$ cat src/esc_pkg.sv
`timescale 1ns / 1ps

package esc_pkg;

  // Fixed conversion constants
  localparam logic [31:0] SecsPerDay  = 32'd86400;
  localparam logic [31:0] SecsPerHour = 32'd3600;
  localparam logic [31:0] SecsPerMin  = 32'd60;
  localparam logic [11:0] EpochYear   = 12'd1970;
  // 1970-01-01 is a Thursday: offset 3 from Monday
  localparam logic [2:0]  EpochWday   = 3'd3;
  localparam logic [8:0]  DaysLeap    = 9'd366;
  localparam logic [8:0]  DaysCommon  = 9'd365;
  localparam logic [3:0]  MonthDec    = 4'd12;

  // Rounded-up reciprocals for the odd part of each divisor.
  // 86400 = 675 << 7, 3600 = 225 << 4, 60 = 15 << 2.
  localparam logic [25:0] DayRecip  = 26'd50903317;  // ceil(2^35 / 675), 25-bit operand
  localparam logic [13:0] HourRecip = 14'd9321;      // ceil(2^21 / 225), 13-bit operand
  localparam logic [10:0] MinRecip  = 11'd1093;      // ceil(2^14 / 15), 10-bit operand

  // Controller to datapath commands
  typedef struct packed {
    logic load_day;
    logic load_hour;
    logic load_min;
    logic div_day;
    logic div_hour;
    logic div_min;
    logic load_sec;
    logic year_step;
    logic month_step;
    logic finish;
  } cmd_t;

  // Datapath to controller status
  typedef struct packed {
    logic year_done;
    logic month_done;
  } status_t;

  // Reachable years are 1970..2106; 2000 is the only /400 year and
  // 2100 the only other century year in that span.
  function automatic logic leap_year(input logic [11:0] y);
    return (y[1:0] == 2'b00) && (y != 12'd2100);
  endfunction

  function automatic logic [4:0] month_len(input logic [3:0] m, input logic leap);
    logic [4:0] len;
    unique case (m)
      4'd1:    len = 5'd31;
      4'd2:    len = leap ? 5'd29 : 5'd28;
      4'd3:    len = 5'd31;
      4'd4:    len = 5'd30;
      4'd5:    len = 5'd31;
      4'd6:    len = 5'd30;
      4'd7:    len = 5'd31;
      4'd8:    len = 5'd31;
      4'd9:    len = 5'd30;
      4'd10:   len = 5'd31;
      4'd11:   len = 5'd30;
      default: len = 5'd31;
    endcase
    return len;
  endfunction

endpackage

$ cat src/esc_ctrl.sv
`timescale 1ns / 1ps

module esc_ctrl (
  input  logic              clk_i,
  input  logic              rst_ni,
  input  logic              start,
  input  esc_pkg::status_t  status_i,
  output esc_pkg::cmd_t     cmd_o,
  output logic              busy,
  output logic              valid_o
);

  typedef enum logic [8:0] {
    StIdle    = 9'b000000001,
    StDayDiv  = 9'b000000010,
    StHourLd  = 9'b000000100,
    StHourDiv = 9'b000001000,
    StMinLd   = 9'b000010000,
    StMinDiv  = 9'b000100000,
    StYear    = 9'b001000000,
    StMonth   = 9'b010000000,
    StDone    = 9'b100000000
  } state_e;

  state_e     state_q, state_d;
  logic       valid_q, valid_d;

  // Next state and commands
  always_comb begin
    state_d = state_q;
    cmd_o   = '0;
    valid_d = 1'b0;
    unique case (state_q)
      StIdle: begin
        if (start) begin
          cmd_o.load_day = 1'b1;
          state_d        = StDayDiv;
        end
      end
      StDayDiv: begin
        cmd_o.div_day = 1'b1;
        state_d       = StHourLd;
      end
      StHourLd: begin
        cmd_o.load_hour = 1'b1;
        state_d         = StHourDiv;
      end
      StHourDiv: begin
        cmd_o.div_hour = 1'b1;
        state_d        = StMinLd;
      end
      StMinLd: begin
        cmd_o.load_min = 1'b1;
        state_d        = StMinDiv;
      end
      StMinDiv: begin
        cmd_o.div_min = 1'b1;
        state_d       = StYear;
      end
      StYear: begin
        cmd_o.load_sec = 1'b1;
        if (status_i.year_done) state_d = StMonth;
        else                    cmd_o.year_step = 1'b1;
      end
      StMonth: begin
        if (status_i.month_done) state_d = StDone;
        else                     cmd_o.month_step = 1'b1;
      end
      StDone: begin
        cmd_o.finish = 1'b1;
        valid_d      = 1'b1;
        state_d      = StIdle;
      end
      default: state_d = StIdle;
    endcase
  end

  always_ff @(posedge clk_i or negedge rst_ni) begin
    if (!rst_ni) begin
      state_q <= StIdle;
      valid_q <= 1'b0;
    end else begin
      state_q <= state_d;
      valid_q <= valid_d;
    end
  end

  assign busy    = (state_q != StIdle);
  assign valid_o = valid_q;

endmodule

$ cat src/esc_dp.sv
`timescale 1ns / 1ps

module esc_dp (
  input  logic              clk_i,
  input  esc_pkg::cmd_t     cmd_i,
  input  logic [31:0]       unix_secs_i,
  output esc_pkg::status_t  status_o,
  output logic [11:0]       year_o,
  output logic [3:0]        month_o,
  output logic [4:0]        day_o,
  output logic [2:0]        weekday_o,
  output logic [4:0]        hour_o,
  output logic [5:0]        minute_o,
  output logic [5:0]        second_o
);

  // Seconds split: running remainder and last quotient
  logic [31:0] rem_q, rem_d;
  logic [15:0] quo_q, quo_d;
  // Calendar walk
  logic [15:0] days_q, days_d;
  logic [11:0] yr_q, yr_d;
  logic [3:0]  mon_q, mon_d;
  logic [2:0]  wk_q, wk_d;
  logic [4:0]  hr_q, hr_d;
  logic [5:0]  mn_q, mn_d;
  logic [5:0]  sc_q, sc_d;
  // Result registers
  logic [11:0] year_q;
  logic [3:0]  month_q;
  logic [4:0]  day_q;
  logic [2:0]  weekday_q;
  logic [4:0]  hour_q;
  logic [5:0]  minute_q;
  logic [5:0]  second_q;

  logic [50:0] day_prod;
  logic [26:0] hour_prod;
  logic [20:0] min_prod;
  logic [31:0] tod;
  logic [31:0] min_left;
  logic [31:0] sec_left;
  logic        leap;
  logic [8:0]  ylen;
  logic [4:0]  mlen;
  logic [3:0]  wk_sum;
  logic [2:0]  wk_inc;
  logic [5:0]  wd_v0, wd_v1, wd_v2, wd_v3;

  // Quotients: drop the power-of-two part of the divisor, then multiply-high
  // by the rounded-up reciprocal of the odd part (exact over each operand range)
  assign day_prod  = 51'(rem_q[31:7]) * 51'(esc_pkg::DayRecip);
  assign hour_prod = 27'(rem_q[16:4]) * 27'(esc_pkg::HourRecip);
  assign min_prod  = 21'(rem_q[11:2]) * 21'(esc_pkg::MinRecip);

  // Remainders from the registered quotient
  assign tod      = rem_q - 32'(quo_q) * esc_pkg::SecsPerDay;
  assign min_left = rem_q - 32'(quo_q) * esc_pkg::SecsPerHour;
  assign sec_left = rem_q - 32'(quo_q) * esc_pkg::SecsPerMin;

  // Year and month lengths
  assign leap = esc_pkg::leap_year(yr_q);
  assign ylen = leap ? esc_pkg::DaysLeap : esc_pkg::DaysCommon;
  assign mlen = esc_pkg::month_len(mon_q, leap);

  assign status_o.year_done  = (days_q < {7'd0, ylen});
  assign status_o.month_done = (mon_q == esc_pkg::MonthDec) || (days_q < {11'd0, mlen});

  // Weekday offset advance, mod 7; a year moves it by 1 or 2, a month by len-28
  assign wk_inc = cmd_i.year_step ? (leap ? 3'd2 : 3'd1) : (mlen[2:0] - 3'd4);
  assign wk_sum = {1'b0, wk_q} + {1'b0, wk_inc};

  // Final weekday: (offset + days left) mod 7, sum is at most 36
  assign wd_v0 = {3'd0, wk_q} + {1'b0, days_q[4:0]};
  assign wd_v1 = (wd_v0 >= 6'd28) ? wd_v0 - 6'd28 : wd_v0;
  assign wd_v2 = (wd_v1 >= 6'd14) ? wd_v1 - 6'd14 : wd_v1;
  assign wd_v3 = (wd_v2 >= 6'd7)  ? wd_v2 - 6'd7  : wd_v2;

  always_comb begin
    rem_d  = rem_q;
    quo_d  = quo_q;
    days_d = days_q;
    yr_d   = yr_q;
    mon_d  = mon_q;
    wk_d   = wk_q;
    hr_d   = hr_q;
    mn_d   = mn_q;
    sc_d   = sc_q;

    if (cmd_i.load_day) begin
      rem_d = unix_secs_i;
    end
    if (cmd_i.div_day) begin
      quo_d = day_prod[50:35];
    end
    // Day count done: keep time of day and start the calendar walk
    if (cmd_i.load_hour) begin
      days_d = quo_q;
      rem_d  = tod;
      yr_d   = esc_pkg::EpochYear;
      mon_d  = 4'd1;
      wk_d   = esc_pkg::EpochWday;
    end
    if (cmd_i.div_hour) begin
      quo_d = {10'd0, hour_prod[26:21]};
    end
    if (cmd_i.load_min) begin
      hr_d  = quo_q[4:0];
      rem_d = min_left;
    end
    if (cmd_i.div_min) begin
      quo_d = {9'd0, min_prod[20:14]};
    end
    if (cmd_i.load_sec) begin
      mn_d = quo_q[5:0];
      sc_d = sec_left[5:0];
    end
    if (cmd_i.year_step) begin
      days_d = days_q - {7'd0, ylen};
      yr_d   = yr_q + 12'd1;
    end
    if (cmd_i.month_step) begin
      days_d = days_q - {11'd0, mlen};
      mon_d  = mon_q + 4'd1;
    end
    if (cmd_i.year_step || cmd_i.month_step) begin
      wk_d = (wk_sum >= 4'd7) ? 3'(wk_sum - 4'd7) : wk_sum[2:0];
    end
  end

  always_ff @(posedge clk_i) begin
    rem_q  <= rem_d;
    quo_q  <= quo_d;
    days_q <= days_d;
    yr_q   <= yr_d;
    mon_q  <= mon_d;
    wk_q   <= wk_d;
    hr_q   <= hr_d;
    mn_q   <= mn_d;
    sc_q   <= sc_d;
  end

  // Result capture
  always_ff @(posedge clk_i) begin
    if (cmd_i.finish) begin
      year_q    <= yr_q;
      month_q   <= mon_q;
      day_q     <= days_q[4:0] + 5'd1;
      weekday_q <= wd_v3[2:0] + 3'd1;
      hour_q    <= hr_q;
      minute_q  <= mn_q;
      second_q  <= sc_q;
    end
  end

  assign year_o    = year_q;
  assign month_o   = month_q;
  assign day_o     = day_q;
  assign weekday_o = weekday_q;
  assign hour_o    = hour_q;
  assign minute_o  = minute_q;
  assign second_o  = second_q;

endmodule

$ cat src/epoch_seconds_to_calendar_core.sv
`timescale 1ns / 1ps

// Channel   Handshake            Payload
// input     start, busy          unix_secs_i
// result    valid_o (strobe)     year_o month_o day_o weekday_o hour_o minute_o second_o
//
// From start to the result strobe the controller steps through the day, hour and minute
// loads and divides, then once per whole year after 1970 (0..136) and once per whole
// month (0..11). Reciprocal-multiply steps split the seconds into days, hours, minutes
// and seconds; the one-per-cycle year and month walk sets the rest. busy is high from
// acceptance until the strobe cycle; the result strobe is high for a single cycle and
// the receiver cannot stall it. Reset only clears the controller.

module epoch_seconds_to_calendar_core (
  input  logic        clk_i,
  input  logic        rst_ni,
  input  logic        start,
  output logic        busy,
  input  logic [31:0] unix_secs_i,
  output logic        valid_o,
  output logic [11:0] year_o,
  output logic [3:0]  month_o,
  output logic [4:0]  day_o,
  output logic [2:0]  weekday_o,
  output logic [4:0]  hour_o,
  output logic [5:0]  minute_o,
  output logic [5:0]  second_o
);

  esc_pkg::cmd_t    cmd;
  esc_pkg::status_t status;

  esc_ctrl u_ctrl (
    .clk_i    (clk_i),
    .rst_ni   (rst_ni),
    .start    (start),
    .status_i (status),
    .cmd_o    (cmd),
    .busy     (busy),
    .valid_o  (valid_o)
  );

  esc_dp u_dp (
    .clk_i       (clk_i),
    .cmd_i       (cmd),
    .unix_secs_i (unix_secs_i),
    .status_o    (status),
    .year_o      (year_o),
    .month_o     (month_o),
    .day_o       (day_o),
    .weekday_o   (weekday_o),
    .hour_o      (hour_o),
    .minute_o    (minute_o),
    .second_o    (second_o)
  );

endmodule

$ cat config.mk
export PLATFORM = sky130hd
export DESIGN_NAME = epoch_seconds_to_calendar_core
export DESIGN_NICKNAME = d
export VERILOG_FILES = /design/src/esc_pkg.sv /design/src/esc_ctrl.sv /design/src/esc_dp.sv /design/src/epoch_seconds_to_calendar_core.sv
export SDC_FILE = /design/constraint.sdc
export NUM_CORES = 1
export LEC_CHECK = 0
export ABC_AREA = 1
export BUFFER_PORTS_ARGS = -buffer_cell sky130_fd_sc_hd__buf_2
export CORE_ASPECT_RATIO = 1.2
export CORE_UTILIZATION = 54
export DETAILED_ROUTE_END_ITERATION = 8
export PLACE_DENSITY_LB_ADDON = 0.12
export SLEW_MARGIN = 25
export SYNTH_ARGS = -nofsm -noshare
export SYNTH_HDL_FRONTEND = slang
export SYNTH_HIERARCHICAL = 1
export SYNTH_SLANG_ARGS = --single-unit
$ cat constraint.sdc
create_clock -name clk_i -period 13.5 [get_ports clk_i]
set_input_delay 1.35 -clock clk_i [delete_from_list [all_inputs] [get_ports clk_i]]
set_output_delay 1.35 -clock clk_i [all_outputs]
set_load 0.02 [all_outputs]
# After elaboration in Yosys (flattened, before gate mapping)
# Cells that the tools add are included.
classes:
  order_cmp: 6
  eq_ne: 20
  n_addsub: 16
  n_mul: 6
  n_mux: 40
  reduce_logical: 13
ops:
  columns: ["operator", "n"]
  rows:
  - ["2-to-1 mux 32 bit", 3]
  - ["case mux 9 bit (8 select lines)", 1]
  - ["multiplier 25 x 26 -> 51 bit, second input constant", 1]
  - ["2-to-1 mux 16 bit", 3]
  - ["subtractor 32 x 28 -> 32 bit", 1]
  - ["subtractor 32 bit", 1]
  - ["multiplier 13 x 14 -> 27 bit, second input constant", 1]
  - ["2-to-1 mux 9 bit", 3]
  - ["multiplier 16 x 10 -> 25 bit, second input constant", 1]
  - ["multiplier 16 x 8 -> 24 bit, second input constant", 1]
  - ["2-to-1 mux 12 bit", 2]
  - ["multiplier 10 x 11 -> 21 bit, second input constant", 1]
  - ["2-to-1 mux 7 bit", 3]
  - ["< comparator 16 x 5 -> 1 bit", 1]
  - ["< comparator 16 x 9 -> 1 bit", 1]
  - ["multiplier 16 x 4 -> 4 bit, second input constant", 1]
  - ["subtractor 16 x 5 -> 16 bit", 1]
  - ["subtractor 16 x 9 -> 16 bit", 1]
  - ["2-to-1 mux 3 bit", 5]
  - ["adder 12 x 1 -> 12 bit, second input constant", 1]
  - ["== test 4 bit, second input constant", 3]
  - ["2-to-1 mux 1 bit", 12]
  - ["2-to-1 mux 6 bit", 2]
  - ["inequality test 12 bit, second input constant", 1]
  - ["37 further kinds", 50]
totals:
  out_inout_bits: 43
  elab_cells: 120
  ff_bits: 151

# Longest topological paths before layout
# Gate-level depths: netlist of the first run.
logic_depth:
  ltp_word: 11
  ltp_mapped: 31

# Cells and area by module
# The synthesis of the first run kept the hierarchy.
by_module_without_submodules:
  columns: ["module", "cells_per_inst", "area_each_um2", "seq_area_each_um2", "instances"]
  rows:
  - ["esc_dp", 3231, 27620.2, 4144.0, 1]
  - ["esc_ctrl", 83, 586.8, 251.5, 1]

# Least setup slack after synthesis of the first run
# OpenSTA, ideal clock, no wires.
synth_path:
  path_kind: "register -> register"
  startpoint: "register u_dp.rem_q[29]"
  endpoint: "register u_dp.quo_q[6] (data pin)"
  arrival_time_ns: 5.582
  stages_incl_launch_ff: 26
  n_path_buf: 0
  required_time_ns: 13.238
  setup_ns: 0.262
  setup_slack_ns: 7.656
  cell_sequence: "edfxtp_1 fa_1 inv_1 fa_1 inv_1 fa_1 inv_1 fa_1 inv_1 fa_1 fa_1 ha_1 ha_1 nand2_1 inv_1 nand2_1 nor3_1 nand2_1 nor2_1 o21ai_0 nand4_1 nor2_1 o21bai_1 nand2_1 nand2_1 o22ai_1"
synth_between:
  elab_chain_cells: 4
synth_lines:
  columns: ["element", "line_no", "text"]
  rows:
  - ["start, declared", "esc_dp.sv:18", "logic [31:0] rem_q, rem_d;"]
  - ["start signal, assigned", "esc_dp.sv:132", "rem_q <= rem_d;"]
  - ["multiplier 25 x 26 -> 51 bit", "esc_dp.sv:52", "assign day_prod = 51'(rem_q[31:7]) * 51'(esc_pkg::DayRecip);"]
  - ["2-to-1 mux 7 bit", "esc_dp.sv:93", "if (cmd_i.div_day) begin"]
  - ["2-to-1 mux 7 bit", "esc_dp.sv:104", "if (cmd_i.div_hour) begin"]
  - ["2-to-1 mux 7 bit", "esc_dp.sv:111", "if (cmd_i.div_min) begin"]
  - ["named net u_dp.quo_d[6]", "esc_dp.sv:19", "logic [15:0] quo_q, quo_d;"]
  - ["end signal, assigned", "esc_dp.sv:133", "quo_q <= quo_d;"]
  - ["end, declared", "esc_dp.sv:19", null]
# The timed path passes the listed nets, and every way through them passes these cells. The select of a mux whose other input is x is not followed.
# A chain may end at the register's enable or synchronous reset.

# Worst setup path after layout of the first run
layout_path:
  startpoint: "register u_dp.rem_q[30]"
  endpoint: "register u_dp.quo_q[2] (data pin)"
# Same word-level chain as after synthesis.

==> results of run 1 <==
## routing by layer
| layer | global-route usage | vias up | share of wire |
|---|---|---|---|
| met3 | 0.0241 | 148 | 0.034 |
| met1 | 0.377 | 11200 | 0.39 |
| met5 | 0 | - | 0 |
| met2 | 0.625 | 542 | 0.53 |
| li1 | - | 11000 | - |
| met4 | 0.153 | 0 | 0.050 |
## stage by stage
stage	util	hold WS (ns)	instance area [µm²]
final	0.585	0.413	30100
after global routing	0.585	0.415	30100
after CTS	0.585	0.413	30100
after detailed placement	0.573	0.405	29500
after global placement	0.573	0.403	29500
after floorplan	-	0.400	28200
## synthesized netlist by cell type, drive strengths merged (5+ instances only)
cell type | n | area [µm²]
o21ai | 168 | 841
xnor2 | 25 | 219
o221ai | 14 | 123
buf | 5 | 31.3
fa | 278 | 5570
nand3b | 8 | 60.1
a31oi | 20 | 125
dfxtp | 9 | 180
ha | 625 | 7820
edfxtp | 132 | 3960
nand3 | 114 | 626
o211ai | 20 | 150
a21oi | 233 | 1170
o21bai | 16 | 120
nand4 | 29 | 181
a21boi | 6 | 45.0
xor2 | 56 | 498
a21o | 29 | 218
nor4 | 12 | 75.1
clkbuf | 12 | 45.0
dfrtp | 9 | 225
or2 | 10 | 62.6
nand2 | 425 | 1640
nor3 | 32 | 160
clkinv | 6 | 23.8
inv | 782 | 2940
nor2 | 203 | 797
## registers in the layout, indices dropped and copies added (netlist names)
| register | flops |
|---|---|
| u_dp/rem_q | 32 |
| u_dp/days_q | 16 |
| u_dp/quo_q | 16 |
| u_dp/year_o | 12 |
| u_dp/yr_q | 12 |
| u_ctrl/state_q | 9 |
| u_dp/minute_o | 6 |
| u_dp/mn_q | 6 |
| u_dp/sc_q | 6 |
| u_dp/second_o | 6 |
| u_dp/day_o | 5 |
| u_dp/hour_o | 5 |
| u_dp/hr_q | 5 |
| u_dp/mon_q | 4 |
| u_dp/month_o | 4 |
| u_dp/weekday_o | 3 |
| u_dp/wk_q | 3 |
| u_ctrl/valid_o | 1 |
## cells by family (layout without fill, tap and decap cells)
family / after synthesis / count (layout) / synth area share
adder cells (fa/ha/maj): 903 / 903 / 0.475
flip-flops: 151 / 151 / 0.156
buffers and inverters: 805 / 912 / 0.108
XOR/XNOR: 81 / 81 / 0.0254
AND/OR/NAND/NOR: 837 / 837 / 0.129
other: 0 / 1 / 0
AO/OA/AOI/OAI: 537 / 537 / 0.108
## layout make-up
| type | count | area [µm²] | area share |
|---|---|---|---|
| Multi-Input combinational cell | 2358 | 20800 | 0.690 |
| Sequential cell | 151 | 4400 | 0.146 |
| Inverter | 788 | 2960 | 0.0982 |
| Tap cell | 697 | 872 | 0.0289 |
| Timing Repair Buffer | 92 | 498 | 0.0165 |
| Clock buffer | 17 | 425 | 0.0141 |
| Clock inverter | 15 | 189 | 0.00627 |
| Antenna cell | 1 | 2.50 | 0.0000831 |
## final timing paths
path                                           from  slack, ns                             to
max reg2reg                u_dp/rem_q[30]$_DFFE_PP_       6.37        u_dp/quo_q[2]$_DFFE_PP_
min                          u_dp/mn_q[3]$_DFFE_PP_       0.41     u_dp/minute_o[3]$_DFFE_PP_
min reg2reg                  u_dp/mn_q[3]$_DFFE_PP_       0.41     u_dp/minute_o[3]$_DFFE_PP_
min in group asynchronous                    rst_ni       0.77  u_ctrl/state_q[6]$_DFFE_PN0P_
max in group asynchronous                    rst_ni      12.45  u_ctrl/state_q[0]$_DFFE_PN1P_
max                        u_dp/rem_q[30]$_DFFE_PP_       6.37        u_dp/quo_q[2]$_DFFE_PP_
## critical path: stages, from the launching register on
cell and delay (ns):
edfxtp_1 0.69, inv_1 0.20, ha_1 0.37, fa_1 0.51, inv_1 0.05, fa_1 0.49, inv_1 0.06, fa_1 0.54
fa_1 0.57, inv_1 0.07, fa_1 0.49, ha_1 0.32, ha_1 0.38, nand2_1 0.16, inv_1 0.13, nand2_1 0.06
nor3_1 0.47, nand2_1 0.16, nor2_1 0.11, o21ai_0 0.09, nand4_1 0.09, nor2_1 0.10, o21ai_0 0.49, a22oi_1 0.25
==> results.toml, run 1 <==
[clocking]
cts.sinks = 151
cts_htree_levels = 4
cts_hold_repair.buffers = 0
clkLatencyLatePin_ns = 0.45
cts_made_buffers = 17
cts_resized = 0
clockBufferDepth = 2
root_buffer = "clkbuf_16"
clkTransAtPathRegs_ns = 0.08
postCtsSetupRepairBufs = 0
cts_tree = "built"

[global_route]
grt_pass1_wl_um = 133000
track_usage = 0.331
antenna_found_initial = 1
grt_pass1_vias = 24000
grt_max_degree = 43
grt_overflow = 0

[status]
outcome = "finished clean"

[sta]
fin_crit_sh = 0.529
timing.final.ws_setup_ns = 6.37
drv_slew = 0
setup_tns_ns = 0
slew_headroom = 0.378
fin_crit_ns = 7.13
setup_viol = 0
tightest_slew_ns = 0.931
rsz0062_at_grt = "no"
clock_skew_ns = 0.0166
final_hold_viol_count = 0
max_freq_mhz = 140

[drt]
vias = 22900
wl_per_cell_um = 20.7
drtPass1Iterations = 7
antenna_left = 0
drt_iter0_drc = 1394
drc = 0
avgViaCountPerCell = 5.55
wirelength_um = 85300

[floorplan]
ios = 78
die_width_um = 211
chipHeight_um = 252
dieArea_mm2 = 0.0532
num_rows = 91
start_util = 0.548
fp.coreArea_mm2 = 0.0515

[critical_path]
crit_arrival_ns = 7.29
required_ns = 13.66
path_max_fanout = 11
crit_type = "flop to flop"
r2r_cells = 23
cp-start-kind = "flop"
crit_path_end_kind = "flop"

[final_layout]
mostFrequentLayoutCells = "777 x inv_1, 625 x ha_1, 411 x nand2_1"
area_growth_pct = 6.81
drive_gt1_frac = 0.0517
mostFrequentLayoutCell = "inv_1"
fill_cells = 4773
final_nets = 4346
final_cells = 4119

[synth]
synthArstFlopShare = 0.0662
ys_types = 58
synth_warnings = 6
netlist_instances = 3314
synth_seq_area_share = 0.156
syn_nets = 4252
ys.flop_type = "edfxtp_1"
synth_seq_cells = 151
synth_area_mm2 = 0.0282
synth_area_per_cell_um2 = 8.51
synth-edff-count = 132

[min_path]
hold_path.class = "flop to flop"
hold_path_depth = 0

[placement]
dp_hpwl_um = 74000
portBuffers = 77
dp_cells = 4086
gp_congestion = 1.04
place_ws_ns = 6.42

[flow_run]
cap_violations = 0
Power of run 1 is left out: the tool's default activity adds up to more than one toggle a clock period on the data nets, which glitch-free logic cannot reach.
==> run 2: changes to the inputs <==
Settings changed: ABC_AREA 1 to 0.
Clock period 13.5 ns to 6.85 ns, I/O delays scaled along.
==> results.toml, run 2 <==
[drt]
vias = 20000
drtPass1Iterations = 8
avgViaCountPerCell = 5.61
drt_iter0_drc = 1101
wirelength_um = 68300
antenna_left = 0
wl_per_cell_um = 19.1
drc = 48

[global_route]
antenna_found_initial = 0
grt_pass1_vias = 20700
grt_max_degree = 52
track_usage = 0.277
grt_pass1_wl_um = 109000
grt_overflow = 0

[floorplan]
start_util = 0.548
fp.coreArea_mm2 = 0.0493
num_rows = 89
dieArea_mm2 = 0.0510
die_width_um = 206
ios = 78
chipHeight_um = 247

[final_layout]
mostFrequentLayoutCells = "623 x ha_1, 611 x inv_1, 278 x fa_1"
area_growth_pct = 8.92
largest-register = "u_dp/rem_q"
largest_reg_flops = 32
final_cells = 3571
drive_gt1_frac = 0.0856
fill_cells = 4292
final_nets = 3857
mostFrequentLayoutCell = "ha_1"
reg_top3 = "u_dp/rem_q (32), u_dp/days_q (16), u_dp/quo_q (16)"

[sta]
setup_tns_ns = 0
fin_crit_ns = 6.72
max_freq_mhz = 149
slew_headroom = 0.404
hold_ws_ns = 0.114
fin_crit_sh = 0.981
tightest_slew_ns = 0.893
drv_slew = 0
final_hold_viol_count = 0
setup_viol = 0
clock_skew_ns = 0.0235
timing.final.ws_setup_ns = 0.129

[status]
failed_checks = "design-rule violations"
outcome = "finished with violations"

[placement]
portBuffers = 77
dp_cells = 3525
place_ws_ns = -0.0366
gp_congestion = 0.949
dp_hpwl_um = 58300

[critical_path]
cp-startpoint = "u_dp/rem_q[11]$_DFFE_PP_"
crit_path_frequent_cell = "fa_1"
r2r_cells = 21
crit_buf_inv = 4
crit_path_end_kind = "flop"
r2r-end = "u_dp/quo_q[4]$_DFFE_PP_"
cpMaxStageDelayCell = "edfxtp_1"
path_max_fanout = 7
r2r_start = "u_dp/rem_q[11]$_DFFE_PP_"
crit_type = "flop to flop"
critPathTopFamily = "adder cells"
critical_path_depth = 21
cp-start-kind = "flop"
path_cells = "ha_1 > inv_1 > fa_1 > fa_1 > fa_1 > fa_1 > inv_1 > fa_1 > fa_1 > ha_1 > a21o_1 > nand3_1 > a21oi_2 > a211oi_2 > buf_4 > o21bai_1 > a31o_2 > buf_4 > a31oi_1 > o22ai_1 > nor2_1"
crit_arrival_ns = 6.92
required_ns = 7.05
endpoint = "u_dp/quo_q[4]$_DFFE_PP_"
reg2reg_slack_ns = 0.13
slowest_delay_ns = 0.56

[synth]
synth_warnings = 6
synth_seq_cells = 151
synth_common_cells = "625 x ha_1, 611 x inv_1, 278 x fa_1, 132 x a21oi_1, 132 x edfxtp_1"
ys_types = 96
netlist_instances = 2772
synth_area_mm2 = 0.0271
synth-edff-count = 132
syn_nets = 3710
synth_most_common_cell = "ha_1"
synth_seq_area_share = 0.162
synth_area_per_cell_um2 = 9.76
yosysTopAreaCellShare = 0.289
yosys-top-cells-area = "ha_1 29%, fa_1 21%, edfxtp_1 15%"
synth_top_cell_by_area = "ha_1"
synthArstFlopShare = 0.0662
ys.flop_type = "edfxtp_1"

[clocking]
root_buffer = "clkbuf_16"
clkTransAtPathRegs_ns = 0.08
clockBufferDepth = 2
clkLatencyLatePin_ns = 0.44
cts_htree_levels = 4
cts_tree = "built"
cts_made_buffers = 17
cts.sinks = 151
cts_hold_repair.buffers = 0

[min_path]
hold_path.class = "input port to async pin"

[flow_run]
cap_violations = 0
## run 2: cell types whose count changed in the layout (fill, tap and decap cells not counted), moves of 25 or more
cell      delta
nand2_1    -306
inv_1      -166
nor2_1     -113
a21oi_1    -103
o21ai_0     -80
buf_4       +73
nand3_1     -68
xnor2_1     +49
a211oi_1    +27
a21o_1      +27
and2_1      +25
## run 2: worst min-delay path by stage
stage | endpoint
after detailed placement | u_dp/minute_o[0]$_DFFE_PP_
after global placement | u_dp/sc_q[1]$_DFFE_PP_
final | u_ctrl/state_q[4]$_DFFE_PN0P_
after global routing | u_ctrl/state_q[4]$_DFFE_PN0P_
after CTS | u_ctrl/state_q[4]$_DFFE_PN0P_
after floorplan | u_ctrl/state_q[1]$_DFFE_PN0P_
## run 2: area by class of cell
cell class	count	area, µm²	share of cell area
diodes	2	5.00	0.000170
clock buffers	20	447	0.0152
clock inverters	12	144	0.00488
inverters	614	2300	0.0782
multi-input cells	1969	20300	0.689
flip-flops and latches	151	4400	0.149
well taps	637	797	0.0270
repair buffers	166	1070	0.0362
## run 2: logic make-up (layout without fill, tap and decap cells)
logic type,Yosys count,in the layout,share of synthesized area
compound gates,485,485,0.118
xor+xnor,129,129,0.0420
fa+ha+maj,903,903,0.495
buf+inv,652,812,0.0912
flops,151,151,0.162
mux,17,17,0.00647
other cells,0,2,0
simple gates,435,435,0.0851
## run 2: layer usage
layer / global-route usage / routed length, µm / vias up
li1: - / - / 9687
met1: 0.366 / 30600 / 9803
met2: 0.481 / 33000 / 444
met3: 0.0196 / 2590 / 88
met4: 0.0878 / 2040 / 0
met5: 0 / 0 / -
## run 2: through the flow
| step | utilization | area, µm² |
|---|---|---|
| detailed placement | 0.582 | 28700 |
| finish | 0.597 | 29500 |
| global route | 0.597 | 29500 |
| global placement | 0.581 | 28700 |
| CTS | 0.594 | 29300 |
| floorplan | - | 27100 |
## run 2: worst register-to-register path, delay by kind of cell, from the launching register on
family / cells / cell delay [ns]
flip-flops: 1 / 0.56
buffers and inverters: 4 / 0.62
adder cells (fa/ha/maj): 8 / 3.58
AND/OR/NAND/NOR: 2 / 0.45
AO/OA/AOI/OAI: 7 / 1.27
## run 2: what timing repair did
action	in CTS	in global routing
cloned	0	0
setup buffers	1	11
gates resized for setup	1	17
endpoints found under the setup margin	3	16
pin swaps	0	5
Power of run 2 is left out for the same reason.
